<file path="config.mk">
export PLATFORM = sky130hd
export DESIGN_NAME = epoch_to_iso_datetime_text
export DESIGN_NICKNAME = d
export VERILOG_FILES = /design/src/sv/eidt_pkg.sv /design/src/sv/eidt_front.sv /design/src/sv/eidt_queue.sv /design/src/sv/eidt_back.sv /design/src/sv/epoch_to_iso_datetime_text.sv
export SDC_FILE = /design/constraint.sdc
export NUM_CORES = 2
export LEC_CHECK = 0
export BUFFER_PORTS_ARGS = -buffer_cell sky130_fd_sc_hd__buf_2
export CAP_MARGIN = 20
export CORE_ASPECT_RATIO = 1.4
export CORE_MARGIN = 2
export CORE_UTILIZATION = 35
export CTS_CLUSTER_SIZE = 20
export DETAILED_ROUTE_END_ITERATION = 8
export MAX_ROUTING_LAYER = met4
export PLACE_DENSITY_LB_ADDON = 0.25
export SKIP_LAST_GASP = 1
export SYNTH_ARGS = -nofsm -noshare
export SYNTH_HDL_FRONTEND = slang
export SYNTH_SLANG_ARGS = --single-unit
export TNS_END_PERCENT = 1
</file>
<file path="constraint.sdc">
create_clock -name i_clk -period 15.3 [get_ports i_clk]
set_clock_uncertainty 0.05 [all_clocks]
set_input_delay 0 -clock i_clk [delete_from_list [all_inputs] [get_ports i_clk]]
set_output_delay 0 -clock i_clk [all_outputs]
set_load 0.02 [all_outputs]
</file>
<file path="src/sv/eidt_pkg.sv">
// Shared types and constants for the epoch to ISO date-time text block.
// Used by the front pipeline, the digit queue, the character serializer and the top level.
`timescale 1ns / 1ps

package eidt_pkg;

    // Characters per formatted string: YYYY-MM-DDTHH:MM:SS
    localparam int NUM_CHARS = 19;
    localparam int CHAR_IDX_W = $clog2(NUM_CHARS);
    localparam logic [CHAR_IDX_W-1:0] LAST_CHAR_IDX = CHAR_IDX_W'(NUM_CHARS - 1);

    // Default depth of the queue between front and back
    localparam int QUEUE_DEPTH_DEF = 2;

    // ASCII codes
    localparam logic [7:0] CHR_ZERO  = 8'h30;
    localparam logic [7:0] CHR_DASH  = 8'h2D;
    localparam logic [7:0] CHR_T     = 8'h54;
    localparam logic [7:0] CHR_COLON = 8'h3A;

    // All decimal digits of one date-time, tens digit first in each pair
    typedef struct packed {
        logic [3:0] cent_hi;
        logic [3:0] cent_lo;
        logic [3:0] yy_hi;
        logic [3:0] yy_lo;
        logic [3:0] mon_hi;
        logic [3:0] mon_lo;
        logic [3:0] dom_hi;
        logic [3:0] dom_lo;
        logic [3:0] hr_hi;
        logic [3:0] hr_lo;
        logic [3:0] min_hi;
        logic [3:0] min_lo;
        logic [3:0] sec_hi;
        logic [3:0] sec_lo;
    } t_digits;

    // Queue fill status seen by both sides
    typedef struct packed {
        logic full;
        logic empty;
    } t_q_status;

endpackage

</file>
<file path="src/sv/eidt_front.sv">
// Front pipeline: accepts epoch seconds and converts them to date-time digits.
// Depends on eidt_pkg; feeds eidt_queue.
`timescale 1ns / 1ps

module eidt_front
    import eidt_pkg::*;
(
    input  logic        i_clk,
    input  logic        i_rst_n,
    input  logic        i_valid,
    output logic        o_stall,
    input  logic [30:0] i_epoch_seconds,
    output logic        o_valid,
    input  logic        i_stall,
    output t_digits     o_digits
);

    localparam int NSTG = 11;

    // Reciprocal multipliers: floor(n / d) = (n * m) >> k over each value range
    localparam logic [24:0] DAY_RECIP  = 25'd25451658;  // / 675, approximate, corrected
    localparam int          DAY_SHIFT  = 34;
    localparam logic [9:0]  DAY_DIV    = 10'd675;       // 86400 >> 7
    localparam logic [16:0] SECS_DAY   = 17'd86400;
    localparam logic [17:0] YEAR_RECIP = 18'd183735;    // / 1461
    localparam int          YEAR_SHIFT = 28;
    localparam logic [10:0] DAYS_QUAD  = 11'd1461;
    localparam logic [17:0] HOUR_RECIP = 18'd149131;    // / 3600
    localparam int          HOUR_SHIFT = 29;
    localparam logic [11:0] SECS_HOUR  = 12'd3600;
    localparam logic [12:0] MIN_RECIP  = 13'd4370;      // / 60
    localparam int          MIN_SHIFT  = 18;
    localparam logic [5:0]  SECS_MIN   = 6'd60;
    localparam logic [8:0]  FEB_END    = 9'd58;
    localparam logic [13:0] MON_RECIP  = 14'd11429;     // / 367
    localparam int          MON_SHIFT  = 22;
    localparam logic [8:0]  MON_LEN    = 9'd367;
    localparam logic [12:0] DIV12_RECIP = 13'd5462;     // / 12
    localparam int          DIV12_SHIFT = 16;
    localparam logic [6:0]  YOFF_2000  = 7'd30;         // first year offset of the 2000s

    // Split a value below 100 into tens and units
    function automatic logic [7:0] two_digit(input logic [6:0] v);
        logic [14:0] p;
        logic [3:0]  tens;
        logic [6:0]  units;
        p     = 15'(v) * 15'(205);
        tens  = p[14:11];
        units = v - 7'(7'(tens) * 7'd10);
        return {tens, units[3:0]};
    endfunction

    logic [NSTG-1:0] r_vld;
    logic            adv;

    logic [30:0] r_secs1, r_secs2, r_secs3;
    logic [14:0] r_q2, r_q3;
    logic [24:0] r_p3;
    logic [14:0] r_day4, r_day5;
    logic [16:0] r_tod4, r_tod5;
    logic [6:0]  r_yoff5, r_yoff6, r_yoff7, r_yoff8, r_yoff9, r_yoff10;
    logic [4:0]  r_hh5, r_hh6, r_hh7, r_hh8, r_hh9, r_hh10;
    logic [8:0]  r_doy6;
    logic [11:0] r_remh6, r_remh7;
    logic [8:0]  r_adj7, r_adj8, r_adj9;
    logic [5:0]  r_mm7, r_mm8, r_mm9, r_mm10;
    logic [3:0]  r_mon8, r_mon9, r_mon10;
    logic [5:0]  r_ss8, r_ss9, r_ss10;
    logic [11:0] r_t9;
    logic [4:0]  r_dom10;
    t_digits     r_dig11;

    logic [48:0] s2_prod;
    logic [31:0] s4_rem;
    logic        s4_corr;
    logic [16:0] s5_n;
    logic [34:0] s5_yprod, s5_hprod;
    logic [16:0] s6_yd, s6_hs;
    logic [14:0] s6_doy;
    logic [16:0] s6_remh;
    logic        s7_leap;
    logic [8:0]  s7_thr;
    logic [24:0] s7_mprod;
    logic [12:0] s8_n;
    logic [26:0] s8_mprod;
    logic [11:0] s8_ss;
    logic [24:0] s10_prod;
    logic [8:0]  s10_dom;
    logic [6:0]  s11_yy;
    logic [7:0]  s11_yyd, s11_mond, s11_domd, s11_hrd, s11_mind, s11_secd;

    // Move the whole pipeline when the last stage is empty or the queue takes it
    assign adv     = !r_vld[NSTG-1] || !i_stall;
    assign o_stall = !adv;
    assign o_valid = r_vld[NSTG-1];
    assign o_digits = r_dig11;

    always_ff @(posedge i_clk) begin
        if (!i_rst_n) begin
            r_vld <= '0;
        end else if (adv) begin
            r_vld <= {r_vld[NSTG-2:0], i_valid};
        end
    end

    // Day count estimate, low by at most one
    assign s2_prod = 49'(r_secs1[30:7]) * 49'(DAY_RECIP);

    // Remainder and correction of the day count
    assign s4_rem  = {1'b0, r_secs3} - {r_p3, 7'b0};
    assign s4_corr = s4_rem[17:0] >= 18'(SECS_DAY);

    // Year offset and hour
    assign s5_n     = {r_day4, 2'b10};
    assign s5_yprod = 35'(s5_n) * 35'(YEAR_RECIP);
    assign s5_hprod = 35'(r_tod4) * 35'(HOUR_RECIP);

    // Day of the year and seconds of the hour
    assign s6_yd   = 17'(r_yoff5) * 17'(DAYS_QUAD) + 17'd1;
    assign s6_doy  = r_day5 - 15'(s6_yd[16:2]);
    assign s6_hs   = 17'(r_hh5) * 17'(SECS_HOUR);
    assign s6_remh = r_tod5 - s6_hs;

    // Skip past February; minutes
    assign s7_leap  = (r_yoff6[1:0] == 2'd2);
    assign s7_thr   = FEB_END + 9'(s7_leap);
    assign s7_mprod = 25'(r_remh6) * 25'(MIN_RECIP);

    // Month and seconds
    assign s8_n     = 13'(r_adj7) * 13'd12 + 13'd6;
    assign s8_mprod = 27'(s8_n) * 27'(MON_RECIP);
    assign s8_ss    = r_remh7 - 12'(12'(r_mm7) * 12'(SECS_MIN));

    // Day of the month
    assign s10_prod = 25'(r_t9) * 25'(DIV12_RECIP);
    assign s10_dom  = r_adj9 + 9'd1 - s10_prod[DIV12_SHIFT +: 9];

    // Two-digit year within the century
    assign s11_yy   = (r_yoff10 < YOFF_2000) ? r_yoff10 + 7'd70 : r_yoff10 - YOFF_2000;
    assign s11_yyd  = two_digit(s11_yy);
    assign s11_mond = two_digit(7'(r_mon10) + 7'd1);
    assign s11_domd = two_digit(7'(r_dom10));
    assign s11_hrd  = two_digit(7'(r_hh10));
    assign s11_mind = two_digit(7'(r_mm10));
    assign s11_secd = two_digit(7'(r_ss10));

    // Payload stages advance together
    always_ff @(posedge i_clk) begin
        if (adv) begin
            r_secs1 <= i_epoch_seconds;

            r_secs2 <= r_secs1;
            r_q2    <= s2_prod[DAY_SHIFT +: 15];

            r_secs3 <= r_secs2;
            r_q3    <= r_q2;
            r_p3    <= 25'(r_q2) * 25'(DAY_DIV);

            r_day4  <= r_q3 + 15'(s4_corr);
            r_tod4  <= s4_corr ? 17'(s4_rem[17:0] - 18'(SECS_DAY)) : s4_rem[16:0];

            r_day5  <= r_day4;
            r_tod5  <= r_tod4;
            r_yoff5 <= s5_yprod[YEAR_SHIFT +: 7];
            r_hh5   <= s5_hprod[HOUR_SHIFT +: 5];

            r_doy6  <= s6_doy[8:0];
            r_remh6 <= s6_remh[11:0];
            r_yoff6 <= r_yoff5;
            r_hh6   <= r_hh5;

            if (r_doy6 > s7_thr) begin
                r_adj7 <= r_doy6 + (s7_leap ? 9'd1 : 9'd2);
            end else begin
                r_adj7 <= r_doy6;
            end
            r_mm7   <= s7_mprod[MIN_SHIFT +: 6];
            r_remh7 <= r_remh6;
            r_yoff7 <= r_yoff6;
            r_hh7   <= r_hh6;

            r_mon8  <= s8_mprod[MON_SHIFT +: 4];
            r_ss8   <= s8_ss[5:0];
            r_adj8  <= r_adj7;
            r_mm8   <= r_mm7;
            r_yoff8 <= r_yoff7;
            r_hh8   <= r_hh7;

            r_t9    <= 12'(r_mon8) * 12'(MON_LEN) + 12'd5;
            r_mon9  <= r_mon8;
            r_adj9  <= r_adj8;
            r_ss9   <= r_ss8;
            r_mm9   <= r_mm8;
            r_yoff9 <= r_yoff8;
            r_hh9   <= r_hh8;

            r_dom10  <= s10_dom[4:0];
            r_mon10  <= r_mon9;
            r_ss10   <= r_ss9;
            r_mm10   <= r_mm9;
            r_yoff10 <= r_yoff9;
            r_hh10   <= r_hh9;

            // Century is 19 before year offset 30, 20 from there on
            r_dig11.cent_hi <= (r_yoff10 < YOFF_2000) ? 4'd1 : 4'd2;
            r_dig11.cent_lo <= (r_yoff10 < YOFF_2000) ? 4'd9 : 4'd0;
            r_dig11.yy_hi   <= s11_yyd[7:4];
            r_dig11.yy_lo   <= s11_yyd[3:0];
            r_dig11.mon_hi  <= s11_mond[7:4];
            r_dig11.mon_lo  <= s11_mond[3:0];
            r_dig11.dom_hi  <= s11_domd[7:4];
            r_dig11.dom_lo  <= s11_domd[3:0];
            r_dig11.hr_hi   <= s11_hrd[7:4];
            r_dig11.hr_lo   <= s11_hrd[3:0];
            r_dig11.min_hi  <= s11_mind[7:4];
            r_dig11.min_lo  <= s11_mind[3:0];
            r_dig11.sec_hi  <= s11_secd[7:4];
            r_dig11.sec_lo  <= s11_secd[3:0];
        end
    end

endmodule

</file>
<file path="src/sv/eidt_queue.sv">
// Short shift queue of converted date-time digits between front and back.
// Depends on eidt_pkg.
`timescale 1ns / 1ps

module eidt_queue
    import eidt_pkg::*;
#(
    parameter int DEPTH = QUEUE_DEPTH_DEF
) (
    input  logic      i_clk,
    input  logic      i_rst_n,
    input  logic      i_valid,
    input  t_digits   i_data,
    input  logic      i_pop,
    output t_q_status o_stat,
    output t_digits   o_head
);

    localparam int PW = (DEPTH > 1) ? $clog2(DEPTH) : 1;
    localparam int CW = $clog2(DEPTH + 1);

    t_digits         r_ent [DEPTH];
    logic [CW-1:0]   r_cnt;
    logic            push;
    logic            pop;
    logic [CW-1:0]   wr_cnt;
    logic [PW-1:0]   wr_idx;

    assign o_stat.full  = (r_cnt == CW'(DEPTH));
    assign o_stat.empty = (r_cnt == '0);
    assign push   = i_valid && !o_stat.full;
    assign pop    = i_pop && !o_stat.empty;
    assign wr_cnt = pop ? r_cnt - CW'(1) : r_cnt;
    assign wr_idx = wr_cnt[PW-1:0];
    assign o_head = r_ent[0];

    // Track the fill level
    always_ff @(posedge i_clk) begin
        if (!i_rst_n) begin
            r_cnt <= '0;
        end else begin
            r_cnt <= r_cnt + CW'(push) - CW'(pop);
        end
    end

    // Shift toward the head on pop; write behind the last held transaction
    for (genvar g = 0; g < DEPTH; g++) begin : g_ent
        always_ff @(posedge i_clk) begin
            if (push && wr_idx == PW'(g)) begin
                r_ent[g] <= i_data;
            end else if (pop) begin
                if (g < DEPTH - 1) begin
                    r_ent[g] <= r_ent[(g < DEPTH - 1) ? g + 1 : g];
                end
            end
        end
    end

endmodule

</file>
<file path="src/sv/eidt_back.sv">
// Back end: serializes queued digits into 19 ASCII characters, one per cycle unless stalled or empty.
// Depends on eidt_pkg; reads the head of eidt_queue.
`timescale 1ns / 1ps

module eidt_back
    import eidt_pkg::*;
(
    input  logic      i_clk,
    input  logic      i_rst_n,
    input  t_q_status i_q_stat,
    input  t_digits   i_head,
    output logic      o_pop,
    output logic      o_valid,
    input  logic      i_stall,
    output logic [7:0] o_text_char,
    output logic      o_last_char
);

    // Pick the character at one position of YYYY-MM-DDTHH:MM:SS
    function automatic logic [7:0] pick_char(input t_digits d,
                                             input logic [CHAR_IDX_W-1:0] idx);
        logic [3:0] dg;
        logic       is_digit;
        logic [7:0] sep;
        dg       = 4'd0;
        is_digit = 1'b1;
        sep      = CHR_ZERO;
        unique case (idx)
            5'd0:  dg = d.cent_hi;
            5'd1:  dg = d.cent_lo;
            5'd2:  dg = d.yy_hi;
            5'd3:  dg = d.yy_lo;
            5'd4:  begin is_digit = 1'b0; sep = CHR_DASH; end
            5'd5:  dg = d.mon_hi;
            5'd6:  dg = d.mon_lo;
            5'd7:  begin is_digit = 1'b0; sep = CHR_DASH; end
            5'd8:  dg = d.dom_hi;
            5'd9:  dg = d.dom_lo;
            5'd10: begin is_digit = 1'b0; sep = CHR_T; end
            5'd11: dg = d.hr_hi;
            5'd12: dg = d.hr_lo;
            5'd13: begin is_digit = 1'b0; sep = CHR_COLON; end
            5'd14: dg = d.min_hi;
            5'd15: dg = d.min_lo;
            5'd16: begin is_digit = 1'b0; sep = CHR_COLON; end
            5'd17: dg = d.sec_hi;
            5'd18: dg = d.sec_lo;
            default: dg = 4'd0;
        endcase
        return is_digit ? CHR_ZERO + {4'b0, dg} : sep;
    endfunction

    logic [CHAR_IDX_W-1:0] r_idx;
    logic                  r_ovld;
    logic [7:0]            r_char;
    logic                  r_last;
    logic                  load;
    logic                  take;

    assign load  = !r_ovld || !i_stall;
    assign take  = load && !i_q_stat.empty;
    assign o_pop = take && (r_idx == LAST_CHAR_IDX);

    assign o_valid     = r_ovld;
    assign o_text_char = r_char;
    assign o_last_char = r_last;

    // Advance the character position and the output valid
    always_ff @(posedge i_clk) begin
        if (!i_rst_n) begin
            r_idx  <= '0;
            r_ovld <= 1'b0;
        end else if (load) begin
            r_ovld <= !i_q_stat.empty;
            if (take) begin
                r_idx <= (r_idx == LAST_CHAR_IDX) ? '0 : r_idx + CHAR_IDX_W'(1);
            end
        end
    end

    // Load the output register
    always_ff @(posedge i_clk) begin
        if (take) begin
            r_char <= pick_char(i_head, r_idx);
            r_last <= (r_idx == LAST_CHAR_IDX);
        end
    end

endmodule

</file>
<file path="src/sv/epoch_to_iso_datetime_text.sv">
// Epoch seconds to ISO 8601 text YYYY-MM-DDTHH:MM:SS, one character per output transaction.
// Each input passes the front stages and the queue, then the output register emits its characters.
// Input rate is bounded by the output register, one character per cycle unless stalled.
// An 11-stage front and a queue (default depth 2) let new inputs enter while text drains.
// Reset: synchronous, active low; clears valid bits, queue count and character position.
`timescale 1ns / 1ps

module epoch_to_iso_datetime_text
    import eidt_pkg::*;
#(
    parameter int QUEUE_DEPTH = QUEUE_DEPTH_DEF
) (
    input  logic        i_clk,
    input  logic        i_rst_n,
    input  logic        i_valid,
    output logic        o_stall,
    input  logic [30:0] i_epoch_seconds,
    output logic        o_valid,
    input  logic        i_stall,
    output logic [7:0]  o_text_char,
    output logic        o_last_char
);

    logic      f_valid;
    t_digits   f_digits;
    t_q_status q_stat;
    t_digits   q_head;
    logic      q_pop;

    // Convert seconds to digits
    eidt_front u_front (
        .i_clk           (i_clk),
        .i_rst_n         (i_rst_n),
        .i_valid         (i_valid),
        .o_stall         (o_stall),
        .i_epoch_seconds (i_epoch_seconds),
        .o_valid         (f_valid),
        .i_stall         (q_stat.full),
        .o_digits        (f_digits)
    );

    // Buffer converted transactions
    eidt_queue #(
        .DEPTH (QUEUE_DEPTH)
    ) u_queue (
        .i_clk   (i_clk),
        .i_rst_n (i_rst_n),
        .i_valid (f_valid),
        .i_data  (f_digits),
        .i_pop   (q_pop),
        .o_stat  (q_stat),
        .o_head  (q_head)
    );

    // Emit characters
    eidt_back u_back (
        .i_clk       (i_clk),
        .i_rst_n     (i_rst_n),
        .i_q_stat    (q_stat),
        .i_head      (q_head),
        .o_pop       (q_pop),
        .o_valid     (o_valid),
        .i_stall     (i_stall),
        .o_text_char (o_text_char),
        .o_last_char (o_last_char)
    );

`ifndef SYNTH
    // Queue cannot be full and empty at once
    a_q_stat: assert property (@(posedge i_clk) disable iff (!i_rst_n)
        !(q_stat.full && q_stat.empty))
        else $error("queue full and empty together");

    // Popping an entry puts its final character on the output
    a_pop_last: assert property (@(posedge i_clk) disable iff (!i_rst_n)
        q_pop |=> (o_valid && o_last_char))
        else $error("pop without final character");

    // Input stalls only when converted data waits on a full queue
    a_stall_cause: assert property (@(posedge i_clk) disable iff (!i_rst_n)
        o_stall |-> (f_valid && q_stat.full))
        else $error("front stalled without back pressure");

    // Never pop an empty queue
    a_pop_empty: assert property (@(posedge i_clk) disable iff (!i_rst_n)
        q_pop |-> !q_stat.empty)
        else $error("pop from empty queue");
`endif

endmodule

</file>
== Yosys cells after proc, flatten, opt, wreduce, memory -nomap -nowiden ==
Memories as Yosys holds them, arrays and structs flattened.
Cells that the tools add are included.
Word-level totals
  bits in registers: 428
  bits in writable memories: 112
  output and inout bits: 11
  memories: 1
Cells by class
  add/subtract/negate cells: 27
  multiply operators: 24
  $lt $le $gt $ge: 3
  eq/ne operators: 20
  mux-type cells: 25
  bitwise operators: 2
  reduce and logical (&&, ||, !) cells: 21
Memory list
  u_queue.r_ent: depth 2, bits a word 56, read ports 2, clocked after Yosys merged registers in 0, wr ports 1, line eidt_queue.sv:22  | t_digits r_ent [DEPTH];
Operators with widths (number)
  $mux W56: 2
  $pmux W4 S14: 1
  $reduce_or A56 Y1: 1
  $mul A24 B24 Y48 const B: 1
  $eq A5 B4 Y1 const B: 8
  $mul A5 B8 Y13 const B: 3
  $mul A16 B18 Y34 const B: 1
  $mul A17 B18 Y34 const B: 1
  $mul A6 B8 Y14 const B: 2
  $mul A13 B14 Y26 const B: 1
  $sub A4 B4 Y4: 6
  $mul A12 B12 Y23 const B: 1
  $pmux W7 S3: 1
  $eq A5 B3 Y1 const B: 4
  $mul A12 B12 Y20 const B: 1
  $ge A18 B17 Y1 const B: 1
  $sub A18 B18 Y18: 1
  $mux W17: 1
  $sub A17 B17 Y17 const B: 1
  $add A15 B1 Y15: 1
  $eq A5 B5 Y1 const B: 3
  $mul A15 B10 Y11 const B: 1
  $mul A7 B8 Y15 const B: 1
  $add A13 B3 Y13 const B: 1
  other kinds (46): 77

== Logic depth before layout (Yosys ltp) ==
  word-level depth: 12
  mapped depth: 31
  gate-level depth less buffers: 31

== By module ==
Synthesis repeated with hierarchy kept, for this count alone.
Unflattened totals
  cell total of the unflattened synthesis: 4179
  area, all modules: 50334.5 um^2
By module, submodules not included
  eidt_front: instances 1, cells an instance 3777, area each 44248.7 um^2, seq. area each 11961.5 um^2
  eidt_queue: instances 1, cells an instance 247, area each 4812.1 um^2, seq. area each 3403.3 um^2
  eidt_back: instances 1, cells an instance 155, area each 1273.7 um^2, seq. area each 360.3 um^2

== Worst setup path before layout ==
No wires, ideal clock.
  kind: register to register
  start: register u_queue.r_cnt[0]
  end: register u_front.r_dig11, in the netlist u_front.o_digits[0] (enable)
  data arrival time: 11189 ps
  data required time: 14342 ps
  slack: 3153 ps
  cell stages (with the launch flop): 4
  buffers on the path: 1
  period minus slack after synthesis: 12147 ps
  path through: dfxtp_1 > inv_1 > nand3_1 > clkbuf_1
On the way
  word-level cells in the longest chain between the ends: 3
RTL lines
  start, declared: line eidt_queue.sv:23  | logic [CW-1:0] r_cnt;
  start signal, assigned: line eidt_queue.sv:42  | r_cnt <= r_cnt + CW'(push) - CW'(pop);
  $eq A2 B2 Y1: line eidt_queue.sv:29  | assign o_stat.full = (r_cnt == CW'(DEPTH));
  $logic_not A1 Y1: line eidt_front.sv:93  | assign adv = !r_vld[NSTG-1] || !i_stall;
  $logic_or A1 B1 Y1: line eidt_front.sv:93
  end, declared: line eidt_front.sv:71  | t_digits r_dig11;
No other way between the ends.
A chain may end at the register's enable or synchronous reset.

== Final worst setup path ==
  start: register u_front.r_adj7[0]
  end: register u_front.r_mon8[3] (data pin)
On the way
  word-level cells in the longest chain between the ends: 3
RTL lines
  start, declared: line eidt_front.sv:65  | logic [8:0] r_adj7, r_adj8, r_adj9;
  start signal, assigned: line eidt_front.sv:173  | r_adj7 <= r_doy6 + (s7_leap ? 9'd1 : 9'd2);
  start signal, assigned: line eidt_front.sv:175  | r_adj7 <= r_doy6;
  $mul A9 B2 Y11: line eidt_front.sv:130  | assign s8_n = 13'(r_adj7) * 13'd12 + 13'd6;
  $add A13 B3 Y13: line eidt_front.sv:130
  $mul A13 B14 Y26: line eidt_front.sv:131  | assign s8_mprod = 27'(s8_n) * 27'(MON_RECIP);
  net u_front.s8_mprod[25]: line eidt_front.sv:85  | logic [26:0] s8_mprod;
  end signal, assigned: line eidt_front.sv:182  | r_mon8 <= s8_mprod[MON_SHIFT +: 4];
  end, declared: line eidt_front.sv:67  | logic [3:0] r_mon8, r_mon9, r_mon10;
The timed path passes the listed nets, and every way through them passes these cells.

==> qor.txt <==
result of the run: finished clean
count of different cell masters after synthesis: 88
cts bufs inserted: 59
dominant cells by area after synthesis: sky130_fd_sc_hd__edfxtp_1, sky130_fd_sc_hd__ha_1, sky130_fd_sc_hd__fa_1
dominant register cell in the synthesized netlist: sky130_fd_sc_hd__edfxtp_1
maximum net fanout on the critical path: 6
minimum period implied by the final worst setup slack: 7.43 ns
Setup violations, final: 0
fraction of registers with async set or reset after synthesis: 0%
worst setup slack after placement: 7.83 ns
largest net degree at the start of global routing: 78
1st-pass router iterations: 7
quantity of I/O buffers inserted on ports: 44
kind of critical path: reg2reg
setup repair after global routing missed its margin: false
clock root buffer: sky130_fd_sc_hd__clkbuf_16
Final #Nets: 5,750
Mapped Area: 48,200 µm²
Post-CTS Resized: 0
hold depth: 3
standard cell area after detailed placement: 50,700 µm²
Buf+Inv Stages, Crit Path: 5
Initial Utilization: 35.2%
number of enable-type register cells in the synthesized netlist: 483
worst slew margin relative to its limit: 19.7%
Reg clk slew, reported paths: 0.06 ns
reg-to-reg slack, setup: 7.87 ns
maximum level of the CTS H-tree: 2
slowest cell on the critical path: sky130_fd_sc_hd__edfxtp_1
nature of the critical path endpoint: flop
PnR worst setup slack: 7.87 ns
routed vias: 28.1k
Synth top area share: 30.1%
Final Core Density: 38.9%
clk sink count: 502
CTS tree: yes
launching point of the worst reg2reg path: u_front.r_adj7[0]
P&R area growth vs syn: 10.7%
post-synthesis sequential element count: 502
highest clock frequency the design can meet: 135 MHz
crit share post-route: 48.6%
Synthesized Nets: 5,585
first-pass GRT wire length: 153 mm
placed wire-length estimate: 75.5 mm
Min-Delay Startpoint: i_rst_n
post-synthesis instance total: 4,018
worst reg2reg path depth: 29
detail-routed via count per cell: 4.66
critical path data required time: 15.65 ns
die extent in x: 318 µm
accumulated negative setup slack: 0 ns
average wire per standard cell: 15.2 µm
number of global-route vias before repair: 30.6k
most instantiated library cell after synthesis: sky130_fd_sc_hd__ha_1
cell type group with the largest total delay on the critical path: adder cells
Critical Path Source Type: flop
share of cells above drive strength 1: 5.72%
Finished Cell Area: 53,400 µm²
DRC viols: 0
number of fill cells: 13.3k
die height: 443 µm
transition at the pin with the smallest max-transition slack: 1.20 ns
number of buffers inserted by post-CTS setup repair: 0
area enclosed by the die boundary: 141,000 µm²
I/O Pins: 46
R2R Path End: u_front.r_mon8[3]
Max Root-Sink Buffers: 3
number of core rows: 161
Max Cap Viol: 0
core region area: 137,000 µm²
placer congestion estimate: 0.862
global-route usage over all layers: 13.9%
number of pins with negative max-slew slack in the final report: 0
initial antenna violation count: 1
count of hold-fix buffers inserted at cts: 67
starting DRC count in detailed routing: 862
yosys synthesis warning count: 0
arrival time of the worst setup path: 7.78 ns
later-pin clock latency in the skew report: 0.66 ns
Synth area leader: sky130_fd_sc_hd__edfxtp_1
Overflow after GRT: 0
Most Frequent Cell on Critical Path: sky130_fd_sc_hd__inv_1
class of the tightest hold or removal check: in2reg
Worst Hold End: u_front.r_vld[10]
DRT antenna net count: 0
Crit path depth: 29
number of failing hold endpoints at the final stage: 0
slowest stage delay, CP: 0.53 ns
post-synthesis sequential area ratio: 30.9%
Post-Syn Area per Cell: 12.0 µm²
final wirelength: 91.7 mm
ranking of synthesized cells by instance count: sky130_fd_sc_hd__ha_1, sky130_fd_sc_hd__inv_1, sky130_fd_sc_hd__edfxtp_1
[layout make-up]
cell class / instances / area, µm² / area share [%]
Inverter: 907 / 3400 / 6.37
Multi-Input combinational cell: 2587 / 29900 / 55.9
Timing Repair Buffer: 126 / 1020 / 1.90
Antenna cell: 1 / 2.50 / 0.00469
Clock inverter: 48 / 493 / 0.923
Tap cell: 1793 / 2240 / 4.20
Sequential cell: 502 / 14900 / 27.9
Clock buffer: 62 / 1490 / 2.79
[cells in the final DEF, fill, tap and decap left out, types with 10 or more instances in the layout]
master | synthesis | layout
sky130_fd_sc_hd__clkbuf_16 | 0 | 59
sky130_fd_sc_hd__ha_1 | 1070 | 1069
sky130_fd_sc_hd__a21o_1 | 75 | 75
sky130_fd_sc_hd__nand2_1 | 83 | 83
sky130_fd_sc_hd__dfxtp_1 | 19 | 19
sky130_fd_sc_hd__nor2_1 | 85 | 84
sky130_fd_sc_hd__edfxtp_1 | 483 | 483
sky130_fd_sc_hd__and2_1 | 12 | 12
sky130_fd_sc_hd__inv_6 | 0 | 10
sky130_fd_sc_hd__dlygate4sd3_1 | 0 | 67
sky130_fd_sc_hd__buf_4 | 1 | 14
sky130_fd_sc_hd__a211oi_1 | 19 | 19
sky130_fd_sc_hd__nand3_1 | 46 | 45
sky130_fd_sc_hd__xnor2_1 | 146 | 146
sky130_fd_sc_hd__buf_2 | 4 | 44
sky130_fd_sc_hd__nor3_1 | 24 | 24
sky130_fd_sc_hd__and3_1 | 21 | 21
sky130_fd_sc_hd__fa_1 | 462 | 462
sky130_fd_sc_hd__nand2b_1 | 13 | 12
sky130_fd_sc_hd__inv_1 | 906 | 906
sky130_fd_sc_hd__mux2_2 | 45 | 45
sky130_fd_sc_hd__a221oi_1 | 10 | 10
sky130_fd_sc_hd__o21bai_1 | 24 | 24
sky130_fd_sc_hd__nand4_1 | 17 | 17
sky130_fd_sc_hd__o21a_1 | 18 | 18
sky130_fd_sc_hd__nor2b_1 | 19 | 19
sky130_fd_sc_hd__a21oi_1 | 106 | 106
sky130_fd_sc_hd__xor2_1 | 66 | 66
sky130_fd_sc_hd__a21boi_0 | 14 | 14
sky130_fd_sc_hd__a31oi_1 | 16 | 16
sky130_fd_sc_hd__or2_2 | 13 | 13
sky130_fd_sc_hd__o21ai_0 | 59 | 59
[per-layer routing]
layer  track usage [%]  vias to the layer above  part of all wire, %
li1                  -                    13900                    -
met1              14.0                    13700                   38
met2              27.4                      295                   57
met3              1.60                      158                  2.2
met4              4.66                        0                  3.4
met5                 -                        -                    0
[metrics by stage]
step                      instances  hold WS (ns)
after global routing           6026         0.200
after global placement         5847         0.127
after floorplan                4018        0.0489
after CTS                      6024         0.147
final                          6026         0.194
after detailed placement       5847         0.128
[kinds of logic after synthesis]
kind of cell | after synthesis | share of synthesized area [%]
buf+inv | 929 | 7.25
xor+xnor | 215 | 3.95
fa+ha+maj | 1532 | 46.9
compound gates | 433 | 6.19
simple gates | 356 | 3.65
flops | 502 | 30.9
mux | 50 | 1.16
other cells | 1 | 0.00778
[worst max path at each step]
stage                      startpoint                   to
CTS                 u_front.r_adj7[0]    u_front.r_mon8[3]
global placement    u_front.r_adj7[0]    u_front.r_mon8[3]
detailed placement  u_front.r_adj7[0]    u_front.r_mon8[3]
finish              u_front.r_adj7[0]    u_front.r_mon8[3]
global route        u_front.r_adj7[0]    u_front.r_mon8[3]
floorplan            u_queue.r_cnt[0]  u_front.o_digits[0]
[worst reg2reg max path: cells and delay by family, from the launching register on]
kind | cells | cell delay [ns]
buffers and inverters | 5 | 0.32
adder cells (fa/ha/maj) | 8 | 3.05
AO/OA/AOI/OAI | 12 | 2.57
flip-flops | 1 | 0.53
XOR/XNOR | 2 | 0.45
AND/OR/NAND/NOR | 2 | 0.21
[flip-flops by register name (all words and copies together), names as in the netlist, 9 cells and up]
name and cells:
u_front.r_tod4 17, u_queue.r_ent 84, u_front.r_adj7 9, u_front.r_day4 15
u_front.r_q3 14, u_front.r_doy6 9, u_front.r_secs2 18, u_front.r_p3 11
u_front.r_secs1 31, u_front.o_digits 42, u_front.r_tod5 12, u_front.r_secs3 18
u_front.r_t9 12, u_front.r_day5 9, u_front.r_vld 11, u_front.r_q2 15
u_front.r_remh6 12
Power is not shown: default switching activity piles up to over one toggle a cycle in this logic, so the estimate is an artifact.
